**src/hw/rtl/lfu_cache_lru_tiebreak_macros.svh**
```systemverilog
// Assertion macros shared by the cache RTL.
`ifndef LFU_CACHE_LRU_TIEBREAK_MACROS_SVH
`define LFU_CACHE_LRU_TIEBREAK_MACROS_SVH
// Implication checked on every clock edge outside reset.
`define LFU_ASSERT_IMP(label, clk, rst, ante, cons, msg) \
   label: assert property (@(posedge clk) disable iff (rst) (ante) |-> (cons)) \
      else $error(msg);
// Next-cycle implication checked outside reset.
`define LFU_ASSERT_NEXT(label, clk, rst, ante, cons, msg) \
   label: assert property (@(posedge clk) disable iff (rst) (ante) |=> (cons)) \
      else $error(msg);
`endif

```
**src/hw/rtl/lfu_pkg.sv**
```systemverilog
// Shared types and constants for the LFU cache.
`timescale 1ns / 1ps
`default_nettype none
package lfu_pkg;
   localparam int KEY_W = 32;
   localparam int VAL_W = 32;
   localparam int CNT_W = 16;
   localparam int CFG_W = 5;
   localparam logic [CNT_W-1:0] COUNT_MAX = '1;
   localparam logic [VAL_W-1:0] GET_MISS_VALUE = '1;
   localparam logic REQ_GET = 1'b0;
   localparam logic REQ_PUT = 1'b1;

   typedef struct packed {
      logic       rsp_hit;
      logic [VAL_W-1:0] read_value;
      logic       evicted;
      logic [KEY_W-1:0] evicted_key;
   } rsp_type;
endpackage
`default_nettype wire

```
**src/hw/rtl/lfu_ram.sv**
```systemverilog
// Generic single-port-write, single-port-read RAM with registered read.
`timescale 1ns / 1ps
`default_nettype none
module lfu_ram #(
   parameter int WIDTH = 8,
   parameter int DEPTH = 16
) (
   input  wire                                          clock,
   input  wire                                          wr_en,
   input  wire [((DEPTH > 1) ? $clog2(DEPTH) : 1)-1:0]  wr_addr,
   input  wire [WIDTH-1:0]                              wr_data,
   input  wire [((DEPTH > 1) ? $clog2(DEPTH) : 1)-1:0]  rd_addr,
   output logic [WIDTH-1:0]                             rd_data
);
   logic [WIDTH-1:0] mem [DEPTH];
   always_ff @(posedge clock) begin
      if (wr_en) mem[wr_addr] <= wr_data;
      rd_data <= mem[rd_addr];
   end
endmodule
`default_nettype wire

```
**src/hw/rtl/lfu_cache_lru_tiebreak.sv**
```systemverilog
// Top level of the LFU cache with least-recently-used tie break.
//
//  channel | dir | fields (low bit first)
//  req     | in  | tuser: req_type; tdata: key, value
//  rsp     | out | tuser: hit, evicted; tdata: read_value, evicted_key
//  csr     | in  | capacity_in_use
//
// A request runs a scan over the entry RAM for the key and the victim (one entry
// a cycle, through the registered RAM read) and, when an entry changes, a second
// pass that rewrites recency ranks one entry a cycle.
// The result is registered from the output state, after the decide state and the
// second pass if there is one; the next request can be taken in the cycle after.
// Reset is synchronous; valid bits live in flip-flops and clear at once.
// A result waits in the output register while the next request is processed; a
// finished request stalls only while that register is still full.
`timescale 1ns / 1ps
`default_nettype none
`include "lfu_cache_lru_tiebreak_macros.svh"
module lfu_cache_lru_tiebreak #(
   parameter int CAPACITY = 16
) (
   input  wire         clock,
   input  wire         reset,
   input  wire         csr_wr_en,
   input  wire [4:0]   csr_wr_data,
   input  wire         req_tvalid,
   output logic        req_tready,
   input  wire [63:0]  req_tdata,   // key[31:0], value[63:32]
   input  wire         req_tuser,   // req_type
   output logic        rsp_tvalid,
   input  wire         rsp_tready,
   output logic [63:0] rsp_tdata,   // read_value[31:0], evicted_key[63:32]
   output logic [1:0]  rsp_tuser    // hit[0], evicted[1]
);
   import lfu_pkg::*;

   localparam int IW = (CAPACITY > 1) ? $clog2(CAPACITY) : 1;
   localparam int RW = IW + 1;
   localparam int EW = KEY_W + VAL_W + CNT_W + RW;
   localparam int OW = $clog2(CAPACITY + 1);
   localparam int CW = (OW > CFG_W) ? OW : CFG_W;
   localparam int CAP_LIM = (CAPACITY < 31) ? CAPACITY : 31;
   localparam logic [CFG_W-1:0] CAP_MAX = CFG_W'(CAP_LIM);

   localparam logic [2:0] ST_IDLE = 3'd0, ST_SCAN = 3'd1, ST_DECIDE = 3'd2,
                          ST_FIX = 3'd3, ST_WRITE = 3'd4, ST_OUT = 3'd5;

   logic [2:0] state_ff, state_in;
   logic [CFG_W-1:0] cap_cfg_ff;
   logic [CAPACITY-1:0] valid_ff, valid_in;
   logic [OW-1:0] occ_ff, occ_in;
   logic [RW:0] idx_ff, idx_in;
   logic is_put_ff;
   logic [KEY_W-1:0] key_ff;
   logic [VAL_W-1:0] val_ff;
   logic found_ff, found_in;
   logic [IW-1:0] slot_ff, slot_in;
   logic have_vic_ff, have_vic_in;
   logic [IW-1:0] vic_ff, vic_in;
   logic [CNT_W-1:0] vic_cnt_ff, vic_cnt_in;
   logic [RW-1:0] vic_rank_ff, vic_rank_in;
   logic [KEY_W-1:0] vic_key_ff, vic_key_in;
   logic have_free_ff, have_free_in;
   logic [IW-1:0] free_ff, free_in;
   logic [RW-1:0] hit_rank_ff, hit_rank_in;
   // fix pass: mode flags, target slot
   logic fix_bump_ff, fix_bump_in;
   logic fix_ins_ff, fix_ins_in;
   logic fix_evict_ff, fix_evict_in;
   logic [IW-1:0] tgt_ff, tgt_in;
   rsp_type rsp_ff, rsp_in;
   rsp_type out_ff, out_in;
   logic rsp_v_ff, rsp_v_in;

   logic wr_en;
   logic [IW-1:0] wr_addr, rd_addr;
   logic [EW-1:0] wr_data, rd_data;
   logic [KEY_W-1:0] e_key;
   logic [VAL_W-1:0] e_val;
   logic [CNT_W-1:0] e_cnt;
   logic [RW-1:0] e_rank, new_rank;
   logic [CFG_W-1:0] cap;
   logic [IW-1:0] cur;
   logic cur_valid, rd_live;

   lfu_ram #(.WIDTH(EW), .DEPTH(CAPACITY)) u_ram (
      .clock(clock), .wr_en(wr_en), .wr_addr(wr_addr), .wr_data(wr_data),
      .rd_addr(rd_addr), .rd_data(rd_data));

   assign {e_key, e_val, e_cnt, e_rank} = rd_data;
   assign cap = (cap_cfg_ff > CAP_MAX) ? CAP_MAX : cap_cfg_ff;
   // entry delivered by the RAM this cycle was addressed in the cycle before
   assign cur = IW'(idx_ff - 1'b1);
   assign rd_live = (idx_ff != '0) && (idx_ff <= (RW+1)'(CAPACITY));
   assign cur_valid = rd_live && valid_ff[cur];
   assign req_tready = (state_ff == ST_IDLE);

   always_comb begin
      state_in = state_ff; valid_in = valid_ff; occ_in = occ_ff; idx_in = idx_ff;
      found_in = found_ff; slot_in = slot_ff; have_vic_in = have_vic_ff;
      vic_in = vic_ff; vic_cnt_in = vic_cnt_ff; vic_rank_in = vic_rank_ff;
      vic_key_in = vic_key_ff; have_free_in = have_free_ff; free_in = free_ff;
      hit_rank_in = hit_rank_ff;
      fix_bump_in = fix_bump_ff; fix_ins_in = fix_ins_ff; fix_evict_in = fix_evict_ff;
      tgt_in = tgt_ff; rsp_in = rsp_ff; out_in = out_ff; rsp_v_in = rsp_v_ff;
      wr_en = 1'b0; wr_addr = cur; wr_data = rd_data;
      rd_addr = (idx_ff < (RW+1)'(CAPACITY)) ? IW'(idx_ff) : '0;
      new_rank = e_rank;
      if (rsp_v_ff && rsp_tready) rsp_v_in = 1'b0;
      case (state_ff)
         ST_IDLE: begin
            if (req_tvalid && req_tready) begin
               state_in = ST_SCAN; idx_in = '0; found_in = 1'b0;
               have_vic_in = 1'b0; have_free_in = 1'b0;
            end
         end
         ST_SCAN: begin
            idx_in = idx_ff + 1'b1;
            if (cur_valid) begin
               if (e_key == key_ff && !found_ff) begin
                  found_in = 1'b1; slot_in = cur; hit_rank_in = e_rank;
               end
               if (!have_vic_ff || e_cnt < vic_cnt_ff ||
                   (e_cnt == vic_cnt_ff && e_rank > vic_rank_ff)) begin
                  have_vic_in = 1'b1; vic_in = cur; vic_cnt_in = e_cnt;
                  vic_rank_in = e_rank; vic_key_in = e_key;
               end
            end else if (rd_live && !have_free_ff) begin
               have_free_in = 1'b1; free_in = cur;
            end
            if (idx_ff == (RW+1)'(CAPACITY)) state_in = ST_DECIDE;
         end
         ST_DECIDE: begin
            rsp_in = '0;
            rsp_in.rsp_hit = found_ff;
            fix_bump_in = 1'b0; fix_ins_in = 1'b0; fix_evict_in = 1'b0;
            idx_in = '0;
            state_in = ST_OUT;
            if (!is_put_ff) begin
               if (found_ff) begin
                  rsp_in.read_value = 'x;
                  fix_bump_in = 1'b1; tgt_in = slot_ff; state_in = ST_FIX;
               end else begin
                  rsp_in.read_value = GET_MISS_VALUE;
               end
            end else if (cap != '0) begin
               if (found_ff) begin
                  fix_bump_in = 1'b1; tgt_in = slot_ff; state_in = ST_FIX;
               end else if (CW'(occ_ff) >= CW'(cap) && have_vic_ff) begin
                  rsp_in.evicted = 1'b1; rsp_in.evicted_key = vic_key_ff;
                  fix_evict_in = 1'b1; fix_ins_in = 1'b1; tgt_in = vic_ff;
                  state_in = ST_FIX;
               end else if (have_free_ff) begin
                  fix_ins_in = 1'b1; tgt_in = free_ff; state_in = ST_FIX;
               end
            end
         end
         ST_FIX: begin
            // second pass: age ranks and rewrite the touched entry
            idx_in = idx_ff + 1'b1;
            if (rd_live && (valid_ff[cur] || cur == tgt_ff)) begin
               wr_en = 1'b1;
               if (cur == tgt_ff) begin
                  if (fix_bump_ff) begin
                     if (!is_put_ff) rsp_in.read_value = e_val;
                     wr_data = {e_key, is_put_ff ? val_ff : e_val,
                                (e_cnt == COUNT_MAX) ? e_cnt : e_cnt + 1'b1, RW'(0)};
                  end else begin
                     wr_data = {key_ff, val_ff, CNT_W'(1), RW'(0)};
                  end
               end else begin
                  if (fix_bump_ff) begin
                     if (e_rank < hit_rank_ff) new_rank = e_rank + 1'b1;
                  end else begin
                     if (fix_evict_ff && e_rank > vic_rank_ff) new_rank = e_rank - 1'b1;
                     new_rank = new_rank + 1'b1;
                  end
                  wr_data = {e_key, e_val, e_cnt, new_rank};
               end
            end
            if (idx_ff == (RW+1)'(CAPACITY)) begin
               state_in = ST_OUT;
               if (fix_ins_ff) begin
                  valid_in[tgt_ff] = 1'b1;
                  if (!fix_evict_ff) occ_in = occ_ff + 1'b1;
               end
            end
         end
         ST_OUT: begin
            if (!rsp_v_ff || rsp_tready) begin
               rsp_v_in = 1'b1; out_in = rsp_ff; state_in = ST_IDLE;
            end
         end
         default: state_in = ST_IDLE;
      endcase
   end

   always_ff @(posedge clock) begin
      if (reset) begin
         state_ff <= ST_IDLE; cap_cfg_ff <= CFG_W'(16); valid_ff <= '0;
         occ_ff <= '0; rsp_v_ff <= 1'b0;
      end else begin
         state_ff <= state_in; valid_ff <= valid_in; occ_ff <= occ_in;
         rsp_v_ff <= rsp_v_in;
         if (csr_wr_en) cap_cfg_ff <= csr_wr_data;
      end
      if (req_tvalid && req_tready) begin
         is_put_ff <= req_tuser; key_ff <= req_tdata[31:0]; val_ff <= req_tdata[63:32];
      end
      idx_ff <= idx_in; found_ff <= found_in; slot_ff <= slot_in;
      have_vic_ff <= have_vic_in; vic_ff <= vic_in; vic_cnt_ff <= vic_cnt_in;
      vic_rank_ff <= vic_rank_in; vic_key_ff <= vic_key_in;
      have_free_ff <= have_free_in; free_ff <= free_in;
      hit_rank_ff <= hit_rank_in;
      fix_bump_ff <= fix_bump_in; fix_ins_ff <= fix_ins_in; fix_evict_ff <= fix_evict_in;
      tgt_ff <= tgt_in; rsp_ff <= rsp_in; out_ff <= out_in;
   end

   assign rsp_tvalid = rsp_v_ff;
   assign rsp_tdata = {out_ff.evicted_key, out_ff.read_value};
   assign rsp_tuser = {out_ff.evicted, out_ff.rsp_hit};

   `LFU_ASSERT_IMP(a_ready_idle, clock, reset, req_tready, state_ff == ST_IDLE,
      "request taken outside idle")
   `LFU_ASSERT_NEXT(a_rsp_hold, clock, reset, rsp_v_ff && !rsp_tready,
      rsp_v_ff && $stable(out_ff), "pending response changed")
   `LFU_ASSERT_IMP(a_occ_bound, clock, reset, 1'b1, occ_ff <= OW'(CAPACITY),
      "occupancy above capacity")
   `LFU_ASSERT_IMP(a_evict_put, clock, reset, rsp_v_ff && out_ff.evicted,
      !out_ff.rsp_hit, "eviction reported on a hit")
endmodule
`default_nettype wire

```
**config.mk**
```make
export PLATFORM = sky130hd
export DESIGN_NAME = lfu_cache_lru_tiebreak
export DESIGN_NICKNAME = d
export VERILOG_FILES = /design/src/hw/rtl/lfu_pkg.sv /design/src/hw/rtl/lfu_ram.sv /design/src/hw/rtl/lfu_cache_lru_tiebreak.sv
export VERILOG_INCLUDE_DIRS = /design/src /design/src/hw/rtl
export SDC_FILE = /design/constraint.sdc
export NUM_CORES = 2
export LEC_CHECK = 0
export BUFFER_PORTS_ARGS = -buffer_cell sky130_fd_sc_hd__buf_2
export CAP_MARGIN = 20
export CORE_MARGIN = 2
export CORE_UTILIZATION = 30
export CTS_BUF_LIST = sky130_fd_sc_hd__clkbuf_16
export DETAILED_ROUTE_END_ITERATION = 8
export GPL_ROUTABILITY_DRIVEN = 0
export GPL_TIMING_DRIVEN = 0
export PLACE_DENSITY_LB_ADDON = 0.2
export SYNTH_ARGS = -nofsm -noshare
export SYNTH_HDL_FRONTEND = slang
export SYNTH_HIERARCHICAL = 1
export SYNTH_SLANG_ARGS = --single-unit
```
**constraint.sdc**
```tcl
create_clock -name clock -period 11.55 [get_ports clock]
set_clock_uncertainty 0.1 [all_clocks]
set_input_delay 0.5775 -clock clock [delete_from_list [all_inputs] [get_ports clock]]
set_output_delay 0.5775 -clock clock [all_outputs]
set_load 0.03 [all_outputs]
```
==> metrics.log <==
INFO  metric status = finished, final reports clean
INFO  metric rows = 172
INFO  metric cts-buffers-inserted = 181
INFO  metric die_w = 474 um
INFO  metric initialDrtViolationCount = 3,220
INFO  metric grt_pass1_wl = 248,000 um
INFO  metric unrepaired_setup_endpoints_after_global_routing = false
INFO  metric grt_antenna_before_repair = 7
INFO  metric netlist.area_leader.share = 0.745
INFO  metric critPathMaxFanout = 13
INFO  metric synthesis.area_per_instance = 21.1 um^2
INFO  metric die-height = 474 um
INFO  metric timing.setup.critical_path_class = reg -> reg
INFO  metric core = 220,000 um^2
INFO  metric setup_viol = 0
INFO  metric clock_sink_count = 1,757
INFO  metric tightest_slew = 1.06 ns
INFO  metric io_pins = 143
INFO  metric grt_usage = 0.154
INFO  metric tns = 0 ns
INFO  metric ys_async_sr_fraction = 0
INFO  metric final-instance-count-excl-fill = 6,688
INFO  metric synth-warning-count = 6
INFO  metric fin_hold_viols = 0
INFO  metric drt-vias-per-instance = 4.87
INFO  metric clk_pin_slew_worst_paths = 0.06 ns
INFO  metric synthesis.nets = 3,246
INFO  metric setup.worst_path.start_class = register
INFO  metric nNetsFinal = 3,772
INFO  metric drv_cap = 0
INFO  metric vias_after_detailed_routing = 32,600
INFO  metric synthCells = 3,133
INFO  metric p_leak = 25.5 nW
INFO  metric dp_hpwl = 113,000 um
INFO  metric post_synth_num_cell_types = 69
INFO  metric cts_max_path_buffers = 3
INFO  metric synth-main-ff-cell = sky130_fd_sc_hd__edfxtp_1
INFO  metric fmax = 181 MHz
INFO  metric most_common_library_cell_in_the_layout_ignoring_fill_and_taps = sky130_fd_sc_hd__edfxtp_1
INFO  metric maximum_number_of_pins_on_one_net_before_global_route_repair = 36
INFO  metric final_critical_delay_including_setup_and_external_delays = 5.53 ns
INFO  metric synth_area_leaders = sky130_fd_sc_hd__edfxtp_1 (75%), sky130_fd_sc_hd__mux4_2 (12%), sky130_fd_sc_hd__dfxtp_1 (3.5%), sky130_fd_sc_hd__a22oi_1 (1.9%), sky130_fd_sc_hd__mux2_2 (1.1%)
INFO  metric setup_repair_bufs_after_cts = 0
INFO  metric maxSlewHeadroom = 0.294
INFO  metric yosys.area.top_type = sky130_fd_sc_hd__edfxtp_1
INFO  metric synth_sequential_area_ratio = 0.780
INFO  metric drtAntennaViolNets = 0
INFO  metric power.total = 14.5 mW
INFO  metric routed_wirelength = 174,000 um
INFO  metric worst-endpoint-arrival = 5.92 ns
INFO  metric cts_h_tree_depth = 4
INFO  metric vdd.ir_drop.worst = 136 uV
INFO  metric placement.io_buffers = 141
INFO  metric post_route_cells_drive_above_1_share = 0.262
INFO  metric power-per-cell-area = 183 nW/um^2
INFO  metric postSynthRegisterBits = 1,757
INFO  metric tritoncts = yes
INFO  metric timing.critical_path.to_type = register
INFO  metric firstDrtPassIters = 5
INFO  metric layout-area-overhead-vs-synth = 19.5%
INFO  metric total_die_area = 224,000 um^2
INFO  metric initial_core_util = 0.301
INFO  metric post_route_drc_violation_count = 0
INFO  metric ctsRootBufferMaster = sky130_fd_sc_hd__clkbuf_16
INFO  metric drv_slew = 0
INFO  metric worst_ep_required_time = 11.94 ns
INFO  metric drt-wirelength-per-cell = 26.0 um
INFO  metric number_of_flops_mapped_to_enable_cells_by_yosys = 1,642
INFO  metric hold_crit_path_type = in -> reg
INFO  metric instance_count_after_placement_with_tap_cells_included = 6,269
INFO  metric syn-cell-area = 66,200 um^2
INFO  metric vias_in_the_first_global_route = 33,200
INFO  metric cts-resized-gates = 0
INFO  metric final_core_density = 0.360
INFO  metric final_cell_mix = sky130_fd_sc_hd__edfxtp_1 (1,642), sky130_fd_sc_hd__mux4_2 (342), sky130_fd_sc_hd__clkbuf_16 (181)
INFO  metric insertion_delay = 0.81 ns
INFO  metric global_route.overflow_total = 0
INFO  metric final_min_period_over_clock_period = 0.479
[worst max-delay path: stages (launching register included)]
cell and delay (ns):
sky130_fd_sc_hd__edfxtp_1 0.40, sky130_fd_sc_hd__buf_6 0.17, sky130_fd_sc_hd__inv_1 0.36, sky130_fd_sc_hd__ha_1 0.32, sky130_fd_sc_hd__buf_4 0.17, sky130_fd_sc_hd__mux4_1 0.35
sky130_fd_sc_hd__mux4_2 0.39, sky130_fd_sc_hd__o21ai_1 0.20, sky130_fd_sc_hd__inv_1 0.39, sky130_fd_sc_hd__or3b_2 0.61, sky130_fd_sc_hd__nor3_2 0.79, sky130_fd_sc_hd__buf_6 0.26
sky130_fd_sc_hd__buf_6 0.17, sky130_fd_sc_hd__buf_6 0.15, sky130_fd_sc_hd__buf_6 0.17, sky130_fd_sc_hd__buf_6 0.17
[path summary, 6_finish.rpt]
kind	start	endpoint	slack (ns)	depth (start not counted)
setup / recovery	idx_ff[0]	u_ram/mem[0][51]	6.02	15
hold / removal	rsp_tready	rsp_tvalid	0.09	3
setup reg to reg	idx_ff[0]	u_ram/mem[0][51]	6.02	15
hold reg to reg	rsp_ff[4]	rsp_tdata[36]	0.31	0
[kinds of logic after synthesis]
family | count (synthesis) | synth area share
simple gates | 352 | 0.0267
xor+xnor | 61 | 0.00819
compound gates | 302 | 0.0326
buf+inv | 199 | 0.0145
flops | 1757 | 0.780
mux | 424 | 0.131
fa+ha+maj | 38 | 0.00719
[sequential cells by signal, indices dropped and copies added, names as in the netlist, 5 cells and up]
name and cells:
idx_ff 6, vic_key_ff 32, key_ff 32, vic_cnt_ff 16
val_ff 32, cap_cfg_ff 5, u_ram/rd_data 85, hit_rank_ff 5
occ_ff 5, valid_ff 16, u_ram/mem 1360, rsp_tdata 64
rsp_ff 65, vic_rank_ff 5
[Yosys cell counts, drive strengths merged, types with 15 or more instances]
master,number
nor4,16
mux2,65
nand3,15
nand2,117
mux4,345
a22oi,171
xor2,38
dfxtp,115
nor3,17
edfxtp,1642
inv,46
buf,87
clkbuf,66
nor2,73
a21o,41
a21oi,35
xnor2,23
and2,40
o21ai,16
ha,38
[power breakdown]
part / internal (mW) / switching, mW / total [mW] / leakage [nW]
combinational: 0.488 / 0.874 / 1.36 / 6.80
clock: 3.11 / 2.50 / 5.62 / 2.97
sequential: 7.36 / 0.113 / 7.47 / 15.8
[final cells by class]
type | instances | area, um^2
Fill cell | 20300 | 140000
Antenna cell | 1 | 2.50
Clock inverter | 159 | 1180
Clock buffer | 181 | 4530
Inverter | 46 | 175
Tap cell | 2871 | 3590
Buffer | 153 | 791
Timing Repair Buffer | 343 | 3450
Multi-Input combinational cell | 1177 | 13700
Sequential cell | 1757 | 51600
[metrics by stage]
| step | cell area, um^2 | setup WS (ns) | hold WS [ns] |
|---|---|---|---|
| after floorplan | 66200 | 2.54 | 0.300 |
| after detailed placement | 72600 | 6.11 | 0.305 |
| after global placement | 70500 | -8.05 | 0.303 |
| final | 79100 | 6.02 | 0.0863 |
| after global routing | 79100 | 5.90 | 0.0818 |
| after CTS | 79000 | 6.06 | 0.0155 |
[repair_timing]
| item | in CTS | in global routing |
|---|---|---|
| hold buffers | 72 | 0 |
| endpoints found under the hold margin | 72 | 0 |
| endpoints found under the setup margin | 0 | 0 |
[routing by layer]
layer  GRT usage  up-vias  part of all wire
met3      0.0274      214             0.053
met5           0        -          0.000086
met4      0.0354        2             0.019
li1            -    14000                 -
met1       0.220    17500              0.46
met2       0.244      889              0.47
(Power assumes the default switching activity.)
